<file path="config.mk">
export PLATFORM = sky130hd
export DESIGN_NAME = lspa_queue
export DESIGN_NICKNAME = d
export VERILOG_FILES = /design/src/design/lspa_pkg.sv /design/src/design/lspa_queue.sv
export SDC_FILE = /design/constraint.sdc
export NUM_CORES = 1
export LEC_CHECK = 0
export BUFFER_PORTS_ARGS = -buffer_cell sky130_fd_sc_hd__buf_2
export CAP_MARGIN = 10
export CORE_MARGIN = 2
export CORE_UTILIZATION = 51
export CTS_CLUSTER_SIZE = 28
export DETAILED_ROUTE_END_ITERATION = 10
export MAX_ROUTING_LAYER = met4
export PLACE_DENSITY = 0.75
export SLEW_MARGIN = 15
export SYNTH_ARGS = -nofsm -noshare
export SYNTH_HDL_FRONTEND = slang
export SYNTH_SLANG_ARGS = --single-unit
</file>
<file path="constraint.sdc">
create_clock -name clk -period 1.7 [get_ports clk]
set_input_delay 0.17 -clock clk [delete_from_list [all_inputs] [get_ports clk]]
set_output_delay 0.17 -clock clk [all_outputs]
set_load 0.1 [all_outputs]
</file>
<file path="src/design/lspa_pkg.sv">
// Shared types and constants for the lidar sector proximity alarm.
package lspa_pkg;

  // Configuration port geometry
  localparam int CFG_IDX_W  = 3;
  localparam int CFG_DATA_W = 16;

  // Datapath widths
  localparam int RANGE_W  = 16;
  localparam int ANGLE_W  = 18;
  localparam int MAG_W    = 15;
  localparam int SINE_W   = 16;
  localparam int OUT_W    = 24;

  // Items buffered between front and back
  localparam int QUEUE_DEPTH = 4;

  // pi/2 in Q30, and the beam angle ceiling
  localparam logic [63:0] HALF_PI_Q30 = 64'd1686629713;
  localparam logic signed [ANGLE_W-1:0] ANGLE_SAT = 18'sd131071;

  // Register indexes
  typedef enum logic [CFG_IDX_W-1:0] {
    REG_START_ANGLE     = 3'd0,
    REG_ANGLE_STEP      = 3'd1,
    REG_END_ANGLE       = 3'd2,
    REG_FRONT_LIMIT     = 3'd3,
    REG_ROBOT_RADIUS    = 3'd4,
    REG_SECTOR_SWITCH   = 3'd5,
    REG_SIDE_ANGLE      = 3'd6,
    REG_FRONT_INDEX     = 3'd7
  } cfg_reg_t;

  // Configuration register file
  typedef struct packed {
    logic [15:0] start_angle;
    logic [12:0] angle_step;
    logic [15:0] end_angle;
    logic [15:0] front_limit_mm;
    logic [15:0] robot_radius_mm;
    logic [14:0] sector_switch_angle;
    logic [14:0] side_angle;
    logic [9:0]  front_index;
  } cfg_t;

  // start_angle resets to -18000 (two's complement)
  localparam cfg_t CFG_RESET = '{
    start_angle:         16'hB9B0,
    angle_step:          13'd36,
    end_angle:           16'd18000,
    front_limit_mm:      16'd500,
    robot_radius_mm:     16'd250,
    sector_switch_angle: 15'd2073,
    side_angle:          15'd12861,
    front_index:         10'd500
  };

  // Classified sample handed from front to back
  typedef struct packed {
    logic [RANGE_W-1:0] range_mm;
    logic [MAG_W-1:0]   mag;
    logic               front_hit;
    logic               side_chk;
    logic               capture;
    logic               last;
  } item_t;

endpackage

</file>
<file path="src/design/lspa_queue.sv">
// Short queue of classified samples between front and back.
module lspa_queue (
  input  logic            clk,
  input  logic            rst,
  input  logic            push,
  input  lspa_pkg::item_t item_in,
  output logic            full,
  input  logic            pop,
  output logic            head_valid,
  output lspa_pkg::item_t head
);
  import lspa_pkg::*;

  localparam int PTR_W = $clog2(QUEUE_DEPTH);
  localparam int CNT_W = $clog2(QUEUE_DEPTH + 1);

  item_t            slots [QUEUE_DEPTH];
  logic [PTR_W-1:0] wr_ptr;
  logic [PTR_W-1:0] rd_ptr;
  logic [CNT_W-1:0] fill;

  assign full       = fill == CNT_W'(QUEUE_DEPTH);
  assign head_valid = fill != '0;
  assign head       = slots[rd_ptr];

  // Store incoming request
  always_ff @(posedge clk) begin
    if (push) begin
      slots[wr_ptr] <= item_in;
    end
  end

  // Pointers and fill level
  always_ff @(posedge clk) begin
    if (rst) begin
      wr_ptr <= '0;
      rd_ptr <= '0;
      fill   <= '0;
    end else begin
      if (push) begin
        wr_ptr <= (wr_ptr == PTR_W'(QUEUE_DEPTH - 1)) ? '0 : wr_ptr + PTR_W'(1);
      end
      if (pop) begin
        rd_ptr <= (rd_ptr == PTR_W'(QUEUE_DEPTH - 1)) ? '0 : rd_ptr + PTR_W'(1);
      end
      case ({push, pop})
        2'b10:   fill <= fill + CNT_W'(1);
        2'b01:   fill <= fill - CNT_W'(1);
        default: fill <= fill;
      endcase
    end
  end

endmodule

</file>
; Word level (Yosys, flattened, before mapping)
; Memory sizes are Yosys's and may differ from the RTL's. A register that Yosys moved wholly into a read port is not among the register bits.
; Cells that the tools add are included.
[op_classes]
muxes = 7
addsub = 4
n_div = 0
n_mul = 0
shift = 0
order_cmp = 0
n_eq_ne = 5
n_reduce_logical = 2
bitwise = 0
[ops]
columns = cell, count
row1 = 2-bit 2-to-1 mux, 4
row2 = "2-bit == test, second input constant", 3
row3 = 3-bit one-hot mux with 2 select lines, 1
row4 = "2-bit by 1-bit adder with 2-bit output, second input constant", 2
row5 = "3-bit by 1-bit adder with 3-bit output, second input constant", 1
row6 = "3-bit == test, second input constant", 1
row7 = 3-bit nonzero test, 1
row8 = "3-bit by 1-bit subtractor with 3-bit output, second input constant", 1
row9 = "2-bit by 1-bit == test with 1-bit output, second input constant", 1
row10 = 1-bit 2-to-1 mux, 2
row11 = 2-bit nonzero test, 1
[word_totals]
elab_cells = 22
in_bits = 39
output_inout_bits = 37
mem_bits_rw = 140
n_memories = 1
ff_bits = 7
romBits = 0
latch_bits = 0
[mem_list]
columns = memory, depth, word_bits, rd, rd_clocked_by_memory_dff, wr, line
row1 = slots, 4, 35, 1, 1, 1, lspa_queue.sv:17  ; item_t slots [QUEUE_DEPTH];

; Longest topological paths before layout
; Gate-level depths: netlist (run 1).
[logic_depth]
word_depth = 4
ltp_mapped = 6
mapped_depth_nobuf = 6

; Least setup slack after synthesis (run 1)
; OpenSTA, ideal clock, no wires.
[synth_timing]
kind = reg2out
start = register fill[0]
end = output port full
n_path_buf = 0
stages_incl_launch_ff = 2
slack_ns = -1.017
t_required_ns = 1.530
t_arrival_ns = 2.547
cell_sequence = dfxtp_1 nor3b_1
[synth_via]
elab_chain_len = 1
[synth_lines]
columns = element, line
row1 = from (decl), lspa_queue.sv:20  ; logic [CNT_W-1:0] fill;
row2 = from (signal assigned), lspa_queue.sv:47  ; 2'b10: fill <= fill + CNT_W'(1);
row3 = from (signal assigned), lspa_queue.sv:48  ; 2'b01: fill <= fill - CNT_W'(1);
row4 = from (signal assigned), lspa_queue.sv:49  ; default: fill <= fill;
row5 = 3-bit == test, lspa_queue.sv:22  ; assign full = fill == CNT_W'(QUEUE_DEPTH);
row6 = to (decl), lspa_queue.sv:7  ; output logic full,
; No other way between the ends.

==> results of run 1 <==
[stage by stage]
stage | setup TNS (ns) | hold WS (ns) | power (mW) | setup slack (ns) | cells
6_report | -9.48 | 0.415 | 9.81 | -0.301 | 517
5_1_grt | -12.45 | 0.398 | 10.1 | -0.391 | 517
4_1_cts | -11.24 | 0.388 | 9.90 | -0.351 | 517
3_5_place_dp | 0 | 0.389 | 5.96 | 0.0602 | 447
3_3_place_gp | 0 | 0.381 | 5.94 | 0.0807 | 447
2_1_floorplan | -0.0343 | 0.239 | 5.53 | -0.0343 | 227
[Yosys cell counts, drive strengths merged]
master / n
a21oi: 3
and2: 4
buf: 7
clkbuf: 1
dfxtp: 9
edfxtp: 140
fa: 1
ha: 6
inv: 4
mux2i: 3
mux4: 35
nor2: 6
nor3b: 3
o21ai: 1
or3: 2
xnor2: 1
xor2: 1
[kinds of logic (layout without fill, tap and decap cells)]
group | after synthesis | after routing
AO/OA/AOI/OAI | 4 | 4
XOR/XNOR | 2 | 2
adder cells (fa/ha/maj) | 7 | 7
buffers and inverters | 12 | 162
flip-flops | 149 | 149
multiplexers | 38 | 38
AND/OR/NAND/NOR | 15 | 15
[what timing repair did]
action	CTS	global route
pin swaps	0	0
cloned	0	0
gates resized for setup	56	7
hold buffers	38	0
setup endpoints to repair	36	38
hold endpoints to repair	149	0
[sequential cells by signal, indices dropped and copies added (netlist names), named ones only]
signal / flops
slots: 140
rd_ptr: 2
wr_ptr: 2
fill: 3
[power groups by stage]
stage | sequential, mW | combinational, mW | clock, mW
final | 4.24 | 1.85 | 3.72
after global routing | 4.25 | 1.92 | 3.97
after CTS | 4.24 | 1.84 | 3.82
after detailed placement | 4.31 | 1.65 | 0
after global placement | 4.30 | 1.64 | 0
after floorplan | 4.29 | 1.25 | 0
[final timing paths]
check	start	endpoint	cells past startpoint
max reg2reg	wr_ptr[0]$_SDFFE_PP0P_	slots[3][16]$_DFFE_PP_	3
max	flop	head[4]	3
min reg2reg	fill[2]$_SDFFE_PP0P_	fill[2]$_SDFFE_PP0P_	2
min	item_in[6]	slots[0][6]$_DFFE_PP_	2
[cell type report]
cell class	count	area, um2
Fill cell	658	3180
Clock inverter	13	183
Sequential cell	149	4390
Clock buffer	19	422
Multi-Input combinational cell	66	1050
Tap cell	140	175
Inverter	4	15.0
Timing Repair Buffer	126	1290
[worst register-to-register path, stage by stage, from the launching register on]
cell and delay (ns):
dfxtp_1 0.40, ha_1 0.19, and2_2 0.28, buf_12 0.22
[metal layers]
metal | up-vias | routed length [um]
li1 | 1231 | -
met1 | 1367 | 3900
met2 | 77 | 4970
met3 | 11 | 405
met4 | 0 | 97
met5 | - | 0
==> results_dict.tcl, run 1 <==
set metrics [dict create \
    synth_area_leaders "edfxtp_1 76%, mux4_2 12%, dfxtp_1 3.3%" \
    yosys.area_share.adder_pct 1.72 \
    r2r_slack_ns 0.29 \
    slew_headroom_pct 76.1 \
    vias 2686 \
    internal-power_mw 7.18 \
    syn_avg_cell_area_um2 24.4 \
    syn_to_final_growth_pct 35.6 \
    ys_ff_latch 149 \
    slew_violations 0 \
    critical_path.top_delay_family "multiplexers" \
    cts-root-buf "clkbuf_8" \
    skew_ns 0.00808 \
    hp-class "input port to flop" \
    crit_type "flop to output port" \
    cp_max_fo 16 \
    seq_area_frac_synth_pct 79.1 \
    mappedNetlistArea_um2 5540 \
    synth-xor-area-share_pct 0.316 \
    grt_overflow 0 \
    p_leak_nw 2.64 \
    grt_max_degree 24 \
    synth.distinct_cells 20 \
    ant_nets 0 \
    syn_inst 227 \
    layout_common_cells "140 x edfxtp_1, 38 x dlygate4sd3_1, 38 x buf_2" \
    grt_use_total_pct 18.5 \
    final_common_cell "edfxtp_1" \
    fp-row-count 38 \
    arrival_ns 1.83 \
    clock-sinks 149 \
    switchingPower_mw 2.62 \
    combPwrFrac_pct 18.8 \
    cts_buffers 17 \
    synth-compound-area-share_pct 0.361 \
    io_pins 76 \
    drcViolationCount 0 \
    max-vdd-ir-drop_uv 777 \
    endpoint_kind "output port" \
    synth_fp_nets 273 \
    synth_top_family_by_area "multiplexers" \
    hold_viol 0 \
    nets 410 \
    start_kind "flop" \
    worst_pin_slew_ns 0.358 \
    path_clk_slew_ns 0.06 \
    first_pass_iters 4 \
    finalSetupViolCount 35 \
    grt_pass1_vias 2914 \
    h-tree-depth 4 \
    initial_core_util_pct 51.8 \
    grt_use_met3_pct 5.12 \
    grt_pass1_wl_um 15000 \
    cts_setup_buffers 0 \
    yosysTopAreaCell "edfxtp_1" \
    max_cap_violations 0 \
    io_buffers 75 \
    finalWorstSetupSlack_ns -0.301 \
    worst-path-buf-inv 2 \
    clk_path_buf_depth 2 \
    swShare_pct 26.8 \
    dpl-instance-area_um2 6370 \
    yosys.area_share.simple_pct 1.49 \
    design_area_um2 7520 \
    die_y_um 108 \
    path_cells "buf_12 -> mux4_2 -> buf_8" \
    gp_congestion 0.676 \
    gr-usage-met1_pct 22.6 \
    drive_gt1_share_pct 42.7 \
    dieArea_um2 11700 \
    drt_iter0_drc 126 \
    num_antenna_cells 0 \
    cp_slowest_cell "mux4_2" \
    grtUsageMet2_pct 30.4 \
    wl_um 9370 \
    wire_per_inst_um 18.1 \
    core-area_um2 10700 \
    insertion_delay_ns 0.50 \
    clkPwrFrac_pct 38.0 \
    power_density_nw_per_um2 1300 \
    fmax_mhz 500 \
    routed_via_density 5.20 \
    fin_crit_ns 2.00 \
    netlist.area_leader.share_pct 75.8 \
    grt-busiest-layer "met2" \
    seqPwrFrac_pct 43.2 \
    period_share_pct 118 \
    status "finished with violations" \
    cts_tree "done" \
    final_util_pct 70.3 \
    muxShareOfSynthArea_pct 15.1 \
    violations "negative setup slack" \
    die_w_um 108 \
    worst_ep_required_time_ns 1.53 \
    hpwlAfterDp_um 5720 \
    antenna_found_initial 0 \
    yosysWarnings 0 \
    slowest_delay_ns 0.56 \
    rsz0062_at_grt "yes" \
]
No activity file was read; power rests on OpenSTA's default activity.
==> inputs of run 2 (changes only) <==
ABC_AREA = 1   (was unset)
==> run 2 against run 1 <==
Against the previous run: the run still ends with negative setup slack left; flip-flop and latch count stayed put; area after synthesis is 2.1% higher; combinational power is 47% higher; clock power is 5% lower; core utilization is 7.9 points higher; critical path type unchanged; critical endpoint is now head[5]; largest power group unchanged.
==> results_dict.tcl, run 2 <==
set metrics [dict create \
    drcViolationCount 0 \
    first_pass_iters 7 \
    io_buffers 75 \
    ys_ff_latch 149 \
    wl_um 13400 \
    finalWorstSetupSlack_ns -0.259 \
    crit_type "flop to output port" \
    slew_headroom_pct 78.6 \
    die_y_um 109 \
    status "finished with violations" \
    highest_layer "met4" \
    insertion_delay_ns 0.53 \
    violations "negative setup slack" \
    synth.most_common_cell "edfxtp_1" \
    arrival_ns 1.79 \
    whs_ns 0.394 \
    clk_path_buf_depth 2 \
    final_common_cell "edfxtp_1" \
    wire_per_inst_um 19.4 \
    ys_async_sr_fraction_pct 0 \
    period_share_pct 115 \
    grt_overflow 0 \
    largest_register_ffs 140 \
    fmax_mhz 511 \
    fp-row-count 38 \
    reg_top3 "slots (140), fill (3)" \
    met1_length_um 5420 \
    cts-root-buf "clkbuf_8" \
    netlist.area_leader.share_pct 74.3 \
    antenna_found_initial 0 \
    wl_met3_um 793 \
    rsz0062_at_grt "yes" \
    wl_met2_um 6870 \
    worst_ep_required_time_ns 1.53 \
    routed_via_density 5.53 \
    layout_common_cells "140 x edfxtp_1, 67 x nor2_1, 45 x buf_12" \
    max_cap_violations 0 \
    grt_pass1_vias 3967 \
    num_antenna_cells 0 \
    synth_edf_count 140 \
    final_util_pct 78.2 \
    top_register "slots" \
    initial_core_util_pct 52.2 \
    h-tree-depth 4 \
    design_area_um2 8480 \
    finalSetupViolCount 35 \
    drive_gt1_share_pct 38.1 \
    synth_area_leaders "edfxtp_1 74%, nor2_1 5.4%, o22ai_1 3.9%" \
    syn_inst 399 \
    core-area_um2 10800 \
    dieArea_um2 12000 \
    cts_buffers 17 \
    max-vdd-ir-drop_uv 930 \
    dpl-instance-area_um2 7120 \
    slew_violations 0 \
    start_kind "flop" \
    hpwlAfterDp_um 6960 \
    finalSetupTns_ns -6.54 \
    synth_fp_nets 445 \
    grt_use_total_pct 24.2 \
    io_pins 76 \
    path_clk_slew_ns 0.06 \
    hold_viol 0 \
    p_total_mw 10.5 \
    power_density_nw_per_um2 1240 \
    cp_max_fo 6 \
    nets 582 \
    n_fill_cell 604 \
    synth.distinct_cells 20 \
    clock-sinks 149 \
    hp-class "input port to flop" \
    ant_nets 0 \
    syn_to_final_growth_pct 49.8 \
    grt_pass1_wl_um 20200 \
    mappedNetlistArea_um2 5660 \
    synth_ff_type "edfxtp_1" \
    seq_area_frac_synth_pct 77.5 \
    fin_crit_ns 1.96 \
    vias 3812 \
    drt_iter0_drc 232 \
    grt_max_degree 36 \
    skew_ns 0.00435 \
    yosysWarnings 0 \
    worst_pin_slew_ns 0.320 \
    endpoint_kind "output port" \
    syn_avg_cell_area_um2 14.2 \
    p_leak_nw 3.08 \
    cts_tree "done" \
    die_w_um 109 \
    yosysTopAreaCell "edfxtp_1" \
    gp_congestion 0.730 \
    synthTopCellsByCount "140 x edfxtp_1, 81 x nor2_1, 39 x o21ai_0" \
]
==> run 2: cell types whose count changed after synthesis, sizes merged, moves of 2 or more <==
cell	previous run	this run
and2	4	0
nor3b	3	0
nor3	0	2
mux2i	3	0
inv	4	15
o22ai	0	35
nand2	0	11
buf	7	21
o21ai	1	73
nor2	6	81
or3	2	0
mux4	35	0
==> run 2: metrics by stage <==
step / std cells / setup WS [ns]
6_report: 689 / -0.259
5_1_grt: 689 / -0.276
4_1_cts: 687 / -0.237
3_5_place_dp: 609 / 0.165
3_3_place_gp: 609 / 0.248
2_1_floorplan: 399 / -0.0336
==> run 2: cell families (layout without fill, tap and decap cells) <==
family | count (synthesis) | after routing | synth area share (%)
DFF | 149 | 149 | 77.5
buffers and inverters | 36 | 186 | 3.65
adders and majority gates | 7 | 7 | 1.68
AOI/OAI and AO/OA | 110 | 110 | 10.5
xor gates and xnor gates | 2 | 2 | 0.310
and+or+nand+nor | 95 | 95 | 6.39
==> run 2: repair_timing <==
item,in CTS,in global routing
setup buffers,3,0
resized for setup,50,44
endpoints found under the hold margin,146,0
pin swaps,12,11
cloned,5,2
hold buffers,38,0
setup endpoints to repair,35,37
==> run 2: cell type report <==
cell class              instances  area (um2)  area share, %
repair buffers                139        1750           20.6
well taps                     140         175           2.07
inverters                      15        61.3          0.723
flip-flops and latches        149        4390           51.8
clock buffers                  20         425           5.02
clock inverters                12         136           1.61
multi-input cells             214        1540           18.1
==> run 2: power by group <==
part | switching (mW) | total, mW | leakage (nW) | internal [mW]
registers | 0.0782 | 4.29 | 1.36 | 4.21
clock network | 1.33 | 3.54 | 0.271 | 2.21
logic | 1.74 | 2.72 | 1.45 | 0.976
==> run 2: critical path: stages, from the launching register on <==
cell,delay (ns)
dfxtp_4,0.44
buf_6,0.17
buf_16,0.13
nor2_1,0.07
o22ai_2,0.23
buf_12,0.22
==> run 2: path summary, 6_finish.rpt <==
path | from | end | slack [ns] | cells past startpoint
worst max-delay path | flop | head[5] | -0.26 | 5
worst min-delay path | item_in[27] | slots[3][27]$_DFFE_PP_ | 0.39 | 2
worst max register to register | wr_ptr[1]$_SDFFE_PP0P_ | slots[1][21]$_DFFE_PP_ | 0.37 | 5
worst min register to register | wr_ptr[1]$_SDFFE_PP0P_ | wr_ptr[1]$_SDFFE_PP0P_ | 0.53 | 2
==> run 2: routing by layer <==
| metal | up-vias | global-route usage, % |
|---|---|---|
| met3 | 27 | 5.87 |
| met1 | 1867 | 29.8 |
| met4 | 0 | 9.49 |
| met5 | - | - |
| li1 | 1758 | - |
| met2 | 160 | 39.0 |
