==> src/design/lspa_pkg.sv <==
// Shared types and constants for the lidar sector proximity alarm.
package lspa_pkg;

  // Configuration port geometry
  localparam int CFG_IDX_W  = 3;
  localparam int CFG_DATA_W = 16;

  // Datapath widths
  localparam int RANGE_W  = 16;
  localparam int ANGLE_W  = 18;
  localparam int MAG_W    = 15;
  localparam int SINE_W   = 16;
  localparam int OUT_W    = 24;

  // Items buffered between front and back
  localparam int QUEUE_DEPTH = 4;

  // pi/2 in Q30, and the beam angle ceiling
  localparam logic [63:0] HALF_PI_Q30 = 64'd1686629713;
  localparam logic signed [ANGLE_W-1:0] ANGLE_SAT = 18'sd131071;

  // Register indexes
  typedef enum logic [CFG_IDX_W-1:0] {
    REG_START_ANGLE     = 3'd0,
    REG_ANGLE_STEP      = 3'd1,
    REG_END_ANGLE       = 3'd2,
    REG_FRONT_LIMIT     = 3'd3,
    REG_ROBOT_RADIUS    = 3'd4,
    REG_SECTOR_SWITCH   = 3'd5,
    REG_SIDE_ANGLE      = 3'd6,
    REG_FRONT_INDEX     = 3'd7
  } cfg_reg_t;

  // Configuration register file
  typedef struct packed {
    logic [15:0] start_angle;
    logic [12:0] angle_step;
    logic [15:0] end_angle;
    logic [15:0] front_limit_mm;
    logic [15:0] robot_radius_mm;
    logic [14:0] sector_switch_angle;
    logic [14:0] side_angle;
    logic [9:0]  front_index;
  } cfg_t;

  // start_angle resets to -18000 (two's complement)
  localparam cfg_t CFG_RESET = '{
    start_angle:         16'hB9B0,
    angle_step:          13'd36,
    end_angle:           16'd18000,
    front_limit_mm:      16'd500,
    robot_radius_mm:     16'd250,
    sector_switch_angle: 15'd2073,
    side_angle:          15'd12861,
    front_index:         10'd500
  };

  // Classified sample handed from front to back
  typedef struct packed {
    logic [RANGE_W-1:0] range_mm;
    logic [MAG_W-1:0]   mag;
    logic               front_hit;
    logic               side_chk;
    logic               capture;
    logic               last;
  } item_t;

endpackage

==> src/design/lspa_front.sv <==
// Front part: tracks beam angle and sample index, classifies each sample.
module lspa_front #(
  parameter int MAX_SAMPLES = 1024
) (
  input  logic                        clk,
  input  logic                        rst,
  input  lspa_pkg::cfg_t              cfg,
  input  logic                        s_tvalid,
  input  logic                        s_tready,
  input  logic [lspa_pkg::RANGE_W-1:0] range_mm,
  input  logic                        last_sample,
  output logic                        push,
  output lspa_pkg::item_t             item
);
  import lspa_pkg::*;

  localparam int CNT_W = $clog2(MAX_SAMPLES + 1);
  localparam int CMP_W = (CNT_W > 10) ? CNT_W : 10;

  logic [CNT_W-1:0]          sample_count;
  logic [CNT_W-1:0]          sample_count_next;
  logic signed [ANGLE_W-1:0] beam_angle;
  logic signed [ANGLE_W-1:0] beam_angle_next;
  logic signed [ANGLE_W-1:0] cur_angle;
  logic signed [ANGLE_W:0]   sum_angle;
  logic signed [ANGLE_W-1:0] start_s;
  logic signed [ANGLE_W-1:0] end_s;
  logic signed [ANGLE_W-1:0] sw_s;
  logic signed [ANGLE_W-1:0] sd_s;
  logic [ANGLE_W-1:0]        abs_angle;
  logic                      checked;
  logic                      in_front;
  logic                      in_side;
  logic                      at_front_index;
  logic                      count_open;

  // Widen the angle registers
  assign start_s = ANGLE_W'($signed(cfg.start_angle));
  assign end_s   = ANGLE_W'($signed(cfg.end_angle));
  assign sw_s    = $signed(ANGLE_W'(cfg.sector_switch_angle));
  assign sd_s    = $signed(ANGLE_W'(cfg.side_angle));

  // First sample of a scan sits at the start angle
  assign cur_angle = (sample_count == '0) ? start_s : beam_angle;

  // Sector classification
  assign checked  = cur_angle < end_s;
  assign in_front = (cur_angle < sw_s) && (cur_angle > -sw_s);
  assign in_side  = ((cur_angle < -sw_s) && (cur_angle > -sd_s)) ||
                    ((cur_angle > sw_s) && (cur_angle < sd_s));
  assign abs_angle = cur_angle[ANGLE_W-1] ? ANGLE_W'(-cur_angle) : ANGLE_W'(cur_angle);

  // Front distance capture point
  assign count_open     = sample_count < CNT_W'(MAX_SAMPLES);
  assign at_front_index = count_open &&
                          (CMP_W'(sample_count) == CMP_W'(cfg.front_index));

  // Advance the angle, saturating at the top
  assign sum_angle = (ANGLE_W+1)'(cur_angle) + (ANGLE_W+1)'($signed({1'b0, cfg.angle_step}));
  assign beam_angle_next = (sum_angle > (ANGLE_W+1)'(ANGLE_SAT)) ? ANGLE_SAT
                         : $signed(sum_angle[ANGLE_W-1:0]);

  always_comb begin
    if (last_sample) begin
      sample_count_next = '0;
    end else if (count_open) begin
      sample_count_next = sample_count + CNT_W'(1);
    end else begin
      sample_count_next = sample_count;
    end
  end

  // Request leaving for the queue
  assign push           = s_tvalid && s_tready;
  assign item.range_mm  = range_mm;
  assign item.mag       = abs_angle[MAG_W-1:0];
  assign item.front_hit = checked && in_front && (range_mm < cfg.front_limit_mm);
  assign item.side_chk  = checked && !in_front && in_side;
  assign item.capture   = at_front_index;
  assign item.last      = last_sample;

  // Scan position
  always_ff @(posedge clk) begin
    if (rst) begin
      sample_count <= '0;
    end else if (push) begin
      sample_count <= sample_count_next;
    end
  end

  always_ff @(posedge clk) begin
    if (push) begin
      beam_angle <= beam_angle_next;
    end
  end

endmodule

==> config.mk <==
export PLATFORM = sky130hd
export DESIGN_NAME = lspa_front
export DESIGN_NICKNAME = d
export VERILOG_FILES = /design/src/design/lspa_pkg.sv /design/src/design/lspa_front.sv
export SDC_FILE = /design/constraint.sdc
export NUM_CORES = 1
export LEC_CHECK = 0
export BUFFER_PORTS_ARGS = -buffer_cell sky130_fd_sc_hd__buf_2
export CORE_MARGIN = 5
export CORE_UTILIZATION = 49
export CTS_CLUSTER_DIAMETER = 120
export DETAILED_ROUTE_END_ITERATION = 16
export PLACE_DENSITY = 0.8
export SYNTH_ARGS = -nofsm -noshare
export SYNTH_HDL_FRONTEND = slang
export SYNTH_SLANG_ARGS = --single-unit
==> constraint.sdc <==
create_clock -name clk -period 3.8 [get_ports clk]
set_input_delay 0.38 -clock clk [delete_from_list [all_inputs] [get_ports clk]]
set_output_delay 0.38 -clock clk [all_outputs]
set_load 0.1 [all_outputs]
# --- Word level (Yosys, flattened, before mapping) ---
# Cells that the tools add are included.
word_totals:
  regBits: 29
  latchBits: 0
  mem_bits_rw: 0
  romBits: 0
  input_bits: 138
  output_inout_bits: 36
  wordCells: 36
  memories: 0
op_classes:
  n_addsub: 5
  n_mul: 0
  div_mod_pow: 0
  magnitude_cmp: 10
  eq_ne: 1
  n_shift: 0
  muxes: 4
  bitwise_logic: 0
  n_reduce_logical: 14
op_table:
  columns: ["cell", "n"]
  rows:
  - ["$lt 18x16->1", 3]
  - ["$gt 18x18->1", 2]
  - ["$neg 15->18", 2]
  - ["$mux 11", 2]
  - ["$add 18x14->19", 1]
  - ["$gt 19x18->1 const B", 1]
  - ["$gt 18x16->1", 1]
  - ["$lt 18x18->1", 1]
  - ["$mux 18", 1]
  - ["$lt 16x16->1", 1]
  - ["$mux 15", 1]
  - ["$neg 15->15", 1]
  - ["$add 11x1->11 const B", 1]
  - ["$eq 11x10->1", 1]
  - ["$logic_not 11->1", 1]
  - ["$lt 11x11->1 const B", 1]
  - ["$logic_and 1x1->1", 9]
  - ["$reduce_and 2->1", 1]
  - ["$reduce_bool 2->1", 1]
  - ["$logic_not 1->1", 1]
  - ["$logic_or 1x1->1", 1]

# --- Depth between registers and ports, before layout ---
# Gate-level depths: netlist of the first run.
logic_depth:
  depth_word: 7
  mapped_depth: 16
  ltp_nobuf: 13

# --- Least setup slack after synthesis of the first run ---
# No wires, ideal clock.
synth_path:
  path_kind: "input to output"
  from: "input port cfg[30] (netlist name)"
  to: "output port item[3] (netlist name)"
  arrival_ps: 6044
  path_slack_ps: -2624
  cell_stages: 12
  n_path_buf: 0
  cell_sequence: "or4_1 > or4_1 > or3_1 > nor3_1 > xnor2_1 > ha_1 > nand4_1 > nor4_1 > o22ai_1 > o22ai_1 > nand3_1 > nor4bb_1"
synth_lines:
  columns: ["element", "line_no", "rtl"]
  rows:
  - ["start: declaration", "lspa_front.sv:7", "input lspa_pkg::cfg_t cfg,"]
  - ["end: declaration", "lspa_front.sv:13", "output lspa_pkg::item_t item"]

==> results of run 1 <==
placed cells by master (no fill, tap or decap), types with 4 or more instances in the layout:
master and instances:
xnor2_1 31, clkbuf_16 5, nand3_1 16, o211ai_1 5, o31ai_1 4, a31oi_1 6, nor2_1 41, buf_2 154
nand3_2 9, xor2_1 25, dfxtp_1 11, nand4_1 21, nand2_1 36, nand2b_1 5, mux2i_4 4, o21ai_0 25
or3_1 5, ha_4 5, nor4_1 7, mux2_2 7, buf_12 4, buf_4 86, inv_1 87, or4_1 4
a211oi_1 7, ha_1 109, inv_2 4, nor4_2 5, a21o_1 22, mux2i_1 5, edfxtp_1 18, nor3_1 20
o21a_1 5, a21oi_1 52, mux2_4 5
cell type report:
cell class	count	area, sq um
fillers	917	3710
multi-input cells	559	4720
clock inverters	2	10.0
clock buffers	6	129
flip-flops and latches	29	761
inverters	92	349
well taps	143	179
repair buffers	246	1520
cell families (layout without fill, tap and decap cells):
kind of cell	Yosys count	in the layout	synth area share, %
AO/OA/AOI/OAI	164	164	19.0
XOR/XNOR	61	61	9.41
adder cells (fa/ha/maj)	115	115	25.5
buffers and inverters	119	346	9.54
flip-flops	29	29	13.4
multiplexers	24	24	4.63
AND/OR/NAND/NOR	195	195	18.5
sequential cells by signal, summed over array words and instances, names as in the netlist:
register / cells
sample_count: 11
beam_angle: 18
through the flow:
step                worst slack [ns]  util (%)  hold slack [ns]  std cells  setup TNS [ns]
floorplan                     -0.736         -            0.452        707           -1.19
global placement              -0.375      63.6            0.522       1060          -0.642
detailed placement            -0.439      63.6            0.554       1060          -0.857
CTS                           -0.350      65.1            0.263       1070          -0.651
global route                  -0.522      67.4            0.263       1077          -0.938
finish                        -0.365      67.4            0.263       1077          -0.624
worst min path at each step:
stage,startpoint,endpoint,slack (ns),cells past startpoint
CTS,rst,sample_count[1],0.26,2
detailed placement,rst,sample_count[1],0.55,2
global placement,sample_count[9],sample_count[9],0.52,2
floorplan,rst,sample_count[1],0.45,1
global route,rst,sample_count[1],0.26,2
finish,rst,sample_count[1],0.26,2
power by group:
part           total [W]  switching [W]  internal (W)
clock network   0.000381       0.000141      0.000240
registers       0.000385      0.0000151      0.000370
logic            0.00141       0.000888      0.000522
critical path: cells and delay by family:
kind | cells | cell delay, ns
xor gates and xnor gates | 1 | 0.09
adders and majority gates | 1 | 0.27
buffers and inverters | 2 | 0.31
AOI/OAI and AO/OA | 2 | 0.36
and+or+nand+nor | 8 | 2.37
metal layers:
metal / up-vias / global-route usage [%] / wire length, um
met1: 2771 / 28.8 / 7340
li1: 3021 / - / -
met4: 0 / 5.81 / 404
met5: - / 0 / 0
met3: 38 / 3.51 / 1090
met2: 213 / 42.2 / 8920
timing repair:
action / 4_1_cts / 5_1_grt
gates cloned: 0 / 0
setup buffers: 2 / 7
endpoints found under the setup margin: 2 / 22
pin swaps: 5 / 6
resized for setup: 4 / 43
==> results.cfg, run 1 <==
[synth]
synth_top_area_share_pct = 25.1
ys_seq_elements = 29
synthCells = 707
synth_warnings = 0
syn_nets = 960
ys_async_sr_fraction_pct = 0
syn_area_sq_um = 5680
yosysMostFrequentCell = ha_1
ys_top_cells_by_area = ha_1 (25%), edfxtp_1 (9.5%), inv_1 (6.0%)
synth_area_leader_cell = ha_1
synth_seq_area_share_pct = 13.4
ys.flop_type = edfxtp_1
ys_types = 65
synth_area_per_cell_sq_um = 8.03
synthTopCellsByCount = ha_1 (114), inv_1 (91), a21oi_1 (54)
synth-edff-count = 18

[clock_network]
clock_latency_ns = 0.28
hold_buffers = 0
htreeDepth = 2
cts_tree = done
cts.reportedPaths.clkPinSlew_ns = 0.05
cts_made_buffers = 5
cts_sinks = 29
cts_max_path_buffers = 2
cts_root_buf = clkbuf_16

[die]
core_area_sq_um = 11400
die-area_sq_um = 13800
start_util_pct = 49.9
std_cell_rows = 39
io_pins = 174
die_w_um = 118
die_h_um = 118

[final_layout]
final_area_sq_um = 7660
antenna_cells = 0
layout-drive-gt1-share_pct = 35.1
fin_nets = 1186
area_delta_synth_final_pct = 35.0

[route]
drc_errors = 0
ant_nets = 0
routed_via_density = 5.61
drt_wl_total_um = 17800
initialDrtViolationCount = 372
avgRoutedWirePerCell_um = 16.5
via_count = 6043
first_pass_iters = 5

[critical_path]
crit_slowest_cell = or4_4
reg2reg_depth = 15
path_class = primary input to output port
rr_startpoint = sample_count[8]
crit_path_max_fanout = 4
required_ns = 3.42
setup.worst_path.start = cfg[30]
critPathLaunchType = primary input
reg2reg_slack_ns = 0.17
endpoint = item[3]
slowest_delay_ns = 0.53
regToRegEndpoint = beam_angle[4]
cpMostUsedCell = or4_4
endpoint_kind = output port
crit_chain = buf_6 -> or4_4 -> or4_4 -> or3_4 -> nor3_2 -> xnor2_1 -> ha_1 -> nand4_1 -> nor4_2 -> o22ai_1 -> o22ai_2 -> nand3_2 -> nor4bb_4 -> buf_12
worstPathArrival_ns = 3.79

[outcome]
outcome = finished with violations
violations = setup timing

[placement]
place_area_sq_um = 7230
io_buffer_count = 157
globalplace.congestion = 0.963
hpwl_um = 14300

[global_routing]
grt_first_pass_wirelength_um = 27300
groute.usage.overall_pct = 23.3
antenna_found_initial = 0
grt_pass1_vias = 5872
grt_max_degree = 20
overflow = 0

[timing]
fmaxAchievable_ghz = 0.240
min_period_ns = 4.17
setup_viol = 2
slew_headroom_pct = 44.4
fin_crit_sh_pct = 110
hold_viol_final = 0
slew_viol_final = 0
tightest_slew_ns = 0.833
setup_ws_ns = -0.365
rsz0062_at_grt = yes
fin_worst_skew_ns = 0.00376

[pwr]
p_total_w = 0.00218
leakagePower_nw = 3.83
ir_drop_mv = 0.268
power_density_nw_per_um2 = 284

[flow_run]
cap_violations = 0

[worst_hold_path]
holdCritPathClass = primary input to flip-flop
(Power assumes the default switching activity.)
==> run 2, diff against run 1 <==
- CORE_ASPECT_RATIO: not set -> 1.2
- CORE_MARGIN: 5 -> 2
==> results.cfg, run 2 (synthesis results as in run 1) <==
[outcome]
outcome = finished with violations
violations = setup timing

[placement]
globalplace.congestion = 0.935
io_buffer_count = 157
place_area_sq_um = 7170
hpwl_um = 14000
dp_cells = 1064

[clock_network]
cts_max_path_buffers = 2
cts_tree = done
cts_sinks = 29
clock_latency_ns = 0.27
cts_made_buffers = 5
cts_root_buf = clkbuf_16
cts.reportedPaths.clkPinSlew_ns = 0.05
htreeDepth = 2

[final_layout]
final_cells = 1077
antenna_cells = 0
fin_nets = 1172
top_regs = beam_angle: 18 flops, sample_count: 11 flops
post-route-util_pct = 65.1
area_delta_synth_final_pct = 30.9
final_area_sq_um = 7430
regMostFlops = beam_angle
largest_reg_flops = 18
fillCellCount = 978
layout-drive-gt1-share_pct = 31.6
final_common_cell = buf_2
most-common-layout-cells = buf_2 (153), ha_1 (113), inv_1 (89), buf_4 (72), a21oi_1 (53)

[global_routing]
antenna_found_initial = 0
grt_first_pass_wirelength_um = 25900
grt_max_degree = 31
groute.usage.overall_pct = 26.0
overflow = 0
grt_pass1_vias = 5660

[die]
core_area_sq_um = 11400
die_w_um = 102
std_cell_rows = 43
start_util_pct = 49.8
die-area_sq_um = 12500
io_pins = 174
die_h_um = 122

[route]
ant_nets = 0
drt_wl_total_um = 16600
first_pass_iters = 5
initialDrtViolationCount = 360
drc_errors = 0
via_count = 5998
avgRoutedWirePerCell_um = 15.4
routed_via_density = 5.57

[critical_path]
regToRegEndpoint = beam_angle[12]
crit_path_max_fanout = 4
reg2reg_depth = 15
critPathLaunchType = primary input
rr_startpoint = sample_count[2]
reg2reg_slack_ns = 0.15
worstPathArrival_ns = 3.84
endpoint_kind = output port
path_class = primary input to output port
required_ns = 3.42

[timing]
rsz0062_at_grt = yes
tightest_slew_ns = 0.776
whs_ns = 0.278
min_period_ns = 4.22
setup_ws_ns = -0.420
slew_viol_final = 0
fin_worst_skew_ns = 0.00532
fmaxAchievable_ghz = 0.237
fin_crit_sh_pct = 111
setup_tns_ns = -0.781
slew_headroom_pct = 48.2
setup_viol = 2
hold_viol_final = 0

[pwr]
power_density_nw_per_um2 = 290
swShare_pct = 47.3
p_int_w = 0.00113
power_frac_comb_pct = 63.0
p_sw_w = 0.00102
leakagePower_nw = 3.75
p_seq_share_pct = 17.8
ir_drop_mv = 0.200
p_clk_share_pct = 19.1

[worst_hold_path]
worstHoldPathCells = 2
holdCritPathClass = primary input to flip-flop
holdPathEnd = sample_count[1]
hp-start = rst

[flow_run]
cap_violations = 0
[run 2: worst max-delay path, cell delays in order]
cell and delay (ns):
buf_6 0.09, or4_4 0.53, or4_4 0.43, or3_4 0.39, nor3_4 0.15, xnor2_1 0.10
ha_1 0.32, nand4_1 0.14, nor4_2 0.24, o22ai_1 0.13, o22ai_1 0.21, nand3_1 0.14
nor4bb_4 0.36, buf_12 0.22
[run 2: how the worst max path moves through the flow]
stage,start,to,slack (ns),depth (start not counted)
after global placement,cfg[30],item[3],-0.39,14
after floorplan,cfg[30],item[3],-0.74,12
after CTS,cfg[30],item[3],-0.39,14
after global routing,cfg[30],item[3],-0.60,14
after detailed placement,cfg[30],item[3],-0.46,14
final,cfg[30],item[3],-0.42,14
[run 2: layer usage]
layer | routed length, um | up-vias | part of all wire, % | track usage [%]
met5 | 0 | - | 0 | 0
met4 | 443 | 0 | 2.7 | 7.00
met3 | 966 | 39 | 5.8 | 2.87
met2 | 8430 | 214 | 51 | 47.0
met1 | 6750 | 2758 | 41 | 32.5
li1 | - | 2987 | - | -
[run 2: what timing repair did]
item / 4_1_cts / 5_1_grt
hold buffers: 0 / 0
gates resized for setup: 6 / 5
buffers inserted: 0 / 4
gates cloned: 0 / 1
pin swaps: 4 / 1
endpoints found under the setup margin: 4 / 19
[run 2: power by group through the flow]
stage	clock network (W)	logic, W	registers [W]
floorplan	0	0.000948	0.000386
global placement	0	0.00129	0.000388
detailed placement	0	0.00132	0.000389
CTS	0.000415	0.00133	0.000383
global route	0.000434	0.00147	0.000385
finish	0.000412	0.00136	0.000384
[run 2: per-stage QoR]
step                      setup slack, ns  total power [W]
after floorplan                    -0.736          0.00133
after global placement             -0.394          0.00168
after detailed placement           -0.455          0.00171
after CTS                          -0.390          0.00213
after global routing               -0.597          0.00229
final                              -0.420          0.00215
[run 2: final cells by class]
cell class	instances	area, sq um	share of cell area, %
Clock inverter	1	5.00	0.0674
Clock buffer	7	153	2.05
Inverter	92	349	4.70
Timing Repair Buffer	232	1430	19.3
Multi-Input combinational cell	559	4530	61.0
Tap cell	157	196	2.64
Sequential cell	29	761	10.2
==> run 3, diff against run 2 <==
- CORE_MARGIN: 2 -> not set
- SLEW_MARGIN: not set -> 20
==> results.cfg, run 3 (synthesis results as in run 1) <==
[clock_network]
htreeDepth = 2
cts.reportedPaths.clkPinSlew_ns = 0.05
cts_tree = done
cts_root_buf = clkbuf_16
cts_sinks = 29
cts_made_buffers = 5
clock_latency_ns = 0.28
cts_max_path_buffers = 2

[die]
std_cell_rows = 42
io_pins = 174
start_util_pct = 51.0
die-area_sq_um = 12000
die_w_um = 100
core_area_sq_um = 11100
die_h_um = 120

[final_layout]
top_regs = beam_angle: 18 flops, sample_count: 11 flops
final_common_cell = buf_2
fin_nets = 1195
area_delta_synth_final_pct = 36.6
antenna_cells = 0
layout-drive-gt1-share_pct = 34.9
regMostFlops = beam_angle
largest_reg_flops = 18
most-common-layout-cells = buf_2 (151), ha_1 (113), buf_4 (93), inv_1 (89), a21oi_1 (51)

[timing]
slew_headroom_pct = 51.4
min_period_ns = 4.23
fin_worst_skew_ns = 0.00877
slew_viol_final = 0
tightest_slew_ns = 0.727
setup_viol = 2
rsz0062_at_grt = yes
setup_ws_ns = -0.432
fmaxAchievable_ghz = 0.236
hold_viol_final = 0
fin_crit_sh_pct = 111

[worst_hold_path]
holdPathEnd = sample_count[1]
hp-start = rst
worstHoldPathCells = 2
holdCritPathClass = primary input to flip-flop

[critical_path]
required_ns = 3.42
crit_slowest_cell = or4_4
path_class = primary input to output port
regToRegEndpoint = beam_angle[4]
critPathLaunchType = primary input
endpoint_kind = output port
slowest_delay_ns = 0.55
reg2reg_depth = 17
crit_path_max_fanout = 4
worstPathArrival_ns = 3.85
reg2reg_slack_ns = 0.12
rr_startpoint = sample_count[8]
crit_chain = buf_2 -> or4_4 -> or4_4 -> or3_4 -> buf_4 -> xnor2_1 -> ha_1 -> nand4_1 -> inv_1 -> a221oi_2 -> o22ai_2 -> buf_4 -> a211o_1 -> a21oi_4 -> buf_12

[global_routing]
groute.usage.overall_pct = 27.6
overflow = 0
use_met3_pct = 3.73
grt_max_degree = 33
use_met2_pct = 47.6
grt_pass1_vias = 5881
grt-busiest-layer = met2
grt_first_pass_wirelength_um = 26400
antenna_found_initial = 0
grt_use_met1_pct = 34.5

[route]
via_count = 6146
first_pass_iters = 4
avgRoutedWirePerCell_um = 15.8
drc_errors = 0
ant_nets = 0
routed_via_density = 5.60
drt_wl_total_um = 17300
initialDrtViolationCount = 341

[outcome]
outcome = finished with violations
violations = setup timing

[placement]
io_buffer_count = 157
hpwl_um = 13900
globalplace.congestion = 0.915
place_ws_ns = -0.545

[pwr]
ir_drop_mv = 0.312
power_density_nw_per_um2 = 294
leakagePower_nw = 3.90
p_total_w = 0.00228

[flow_run]
cap_violations = 0
==> run 3: critical path, delay by kind of cell <==
| family | cells | cell delay (ns) |
|---|---|---|
| simple gates | 4 | 1.54 |
| compound gates | 4 | 0.88 |
| buf+inv | 5 | 0.66 |
| fa+ha+maj | 1 | 0.28 |
| xor+xnor | 1 | 0.11 |
==> run 3: worst max-delay path by stage <==
stage | start | to
floorplan | cfg[30] | item[3]
finish | cfg[30] | item[2]
detailed placement | cfg[30] | item[3]
global route | cfg[30] | item[3]
CTS | cfg[30] | item[2]
global placement | cfg[30] | item[3]
==> run 3: stage by stage <==
stage / setup TNS, ns / hold slack, ns / util [%] / area (sq um) / std cells
floorplan: -1.19 / 0.452 / - / 5800 / 707
finish: -0.837 / 0.262 / 69.6 / 7760 / 1097
detailed placement: -0.999 / 0.539 / 66.1 / 7370 / 1078
global route: -1.21 / 0.263 / 69.6 / 7760 / 1097
global placement: -0.763 / 0.515 / 66.1 / 7370 / 1078
CTS: -0.820 / 0.264 / 68.2 / 7600 / 1087
==> run 3: final cells by class <==
cell class                      count  area [sq um]
Tap cell                          154           193
Fill cell                         842          3380
Timing Repair Buffer              255          1680
Clock inverter                      1          30.0
Sequential cell                    29           761
Inverter                           92           349
Multi-Input combinational cell    559          4600
Clock buffer                        7           143
==> run 3: repair_timing <==
action                                  in CTS  in global routing
hold buffers                                 0                  0
buffers inserted                             1                  8
resized for setup                           13                 13
hold endpoints to repair                     0                  0
gates cloned                                 0                  2
endpoints found under the setup margin       2                 16
pin swaps                                   12                  6
==> run 3: where the power goes <==
| group | internal (W) | leakage (nW) | switching (W) |
|---|---|---|---|
| logic | 0.000544 | 3.56 | 0.000888 |
| clock network | 0.000327 | 0.0841 | 0.000138 |
| registers | 0.000370 | 0.257 | 0.0000141 |
| total | 0.00124 | 3.90 | 0.00104 |
==> run 3: routing by layer <==
metal | wire length, um | vias to the layer above
met5 | 0 | -
met4 | 583 | 0
met3 | 1100 | 54
met2 | 8570 | 233
met1 | 7030 | 2819
li1 | - | 3040
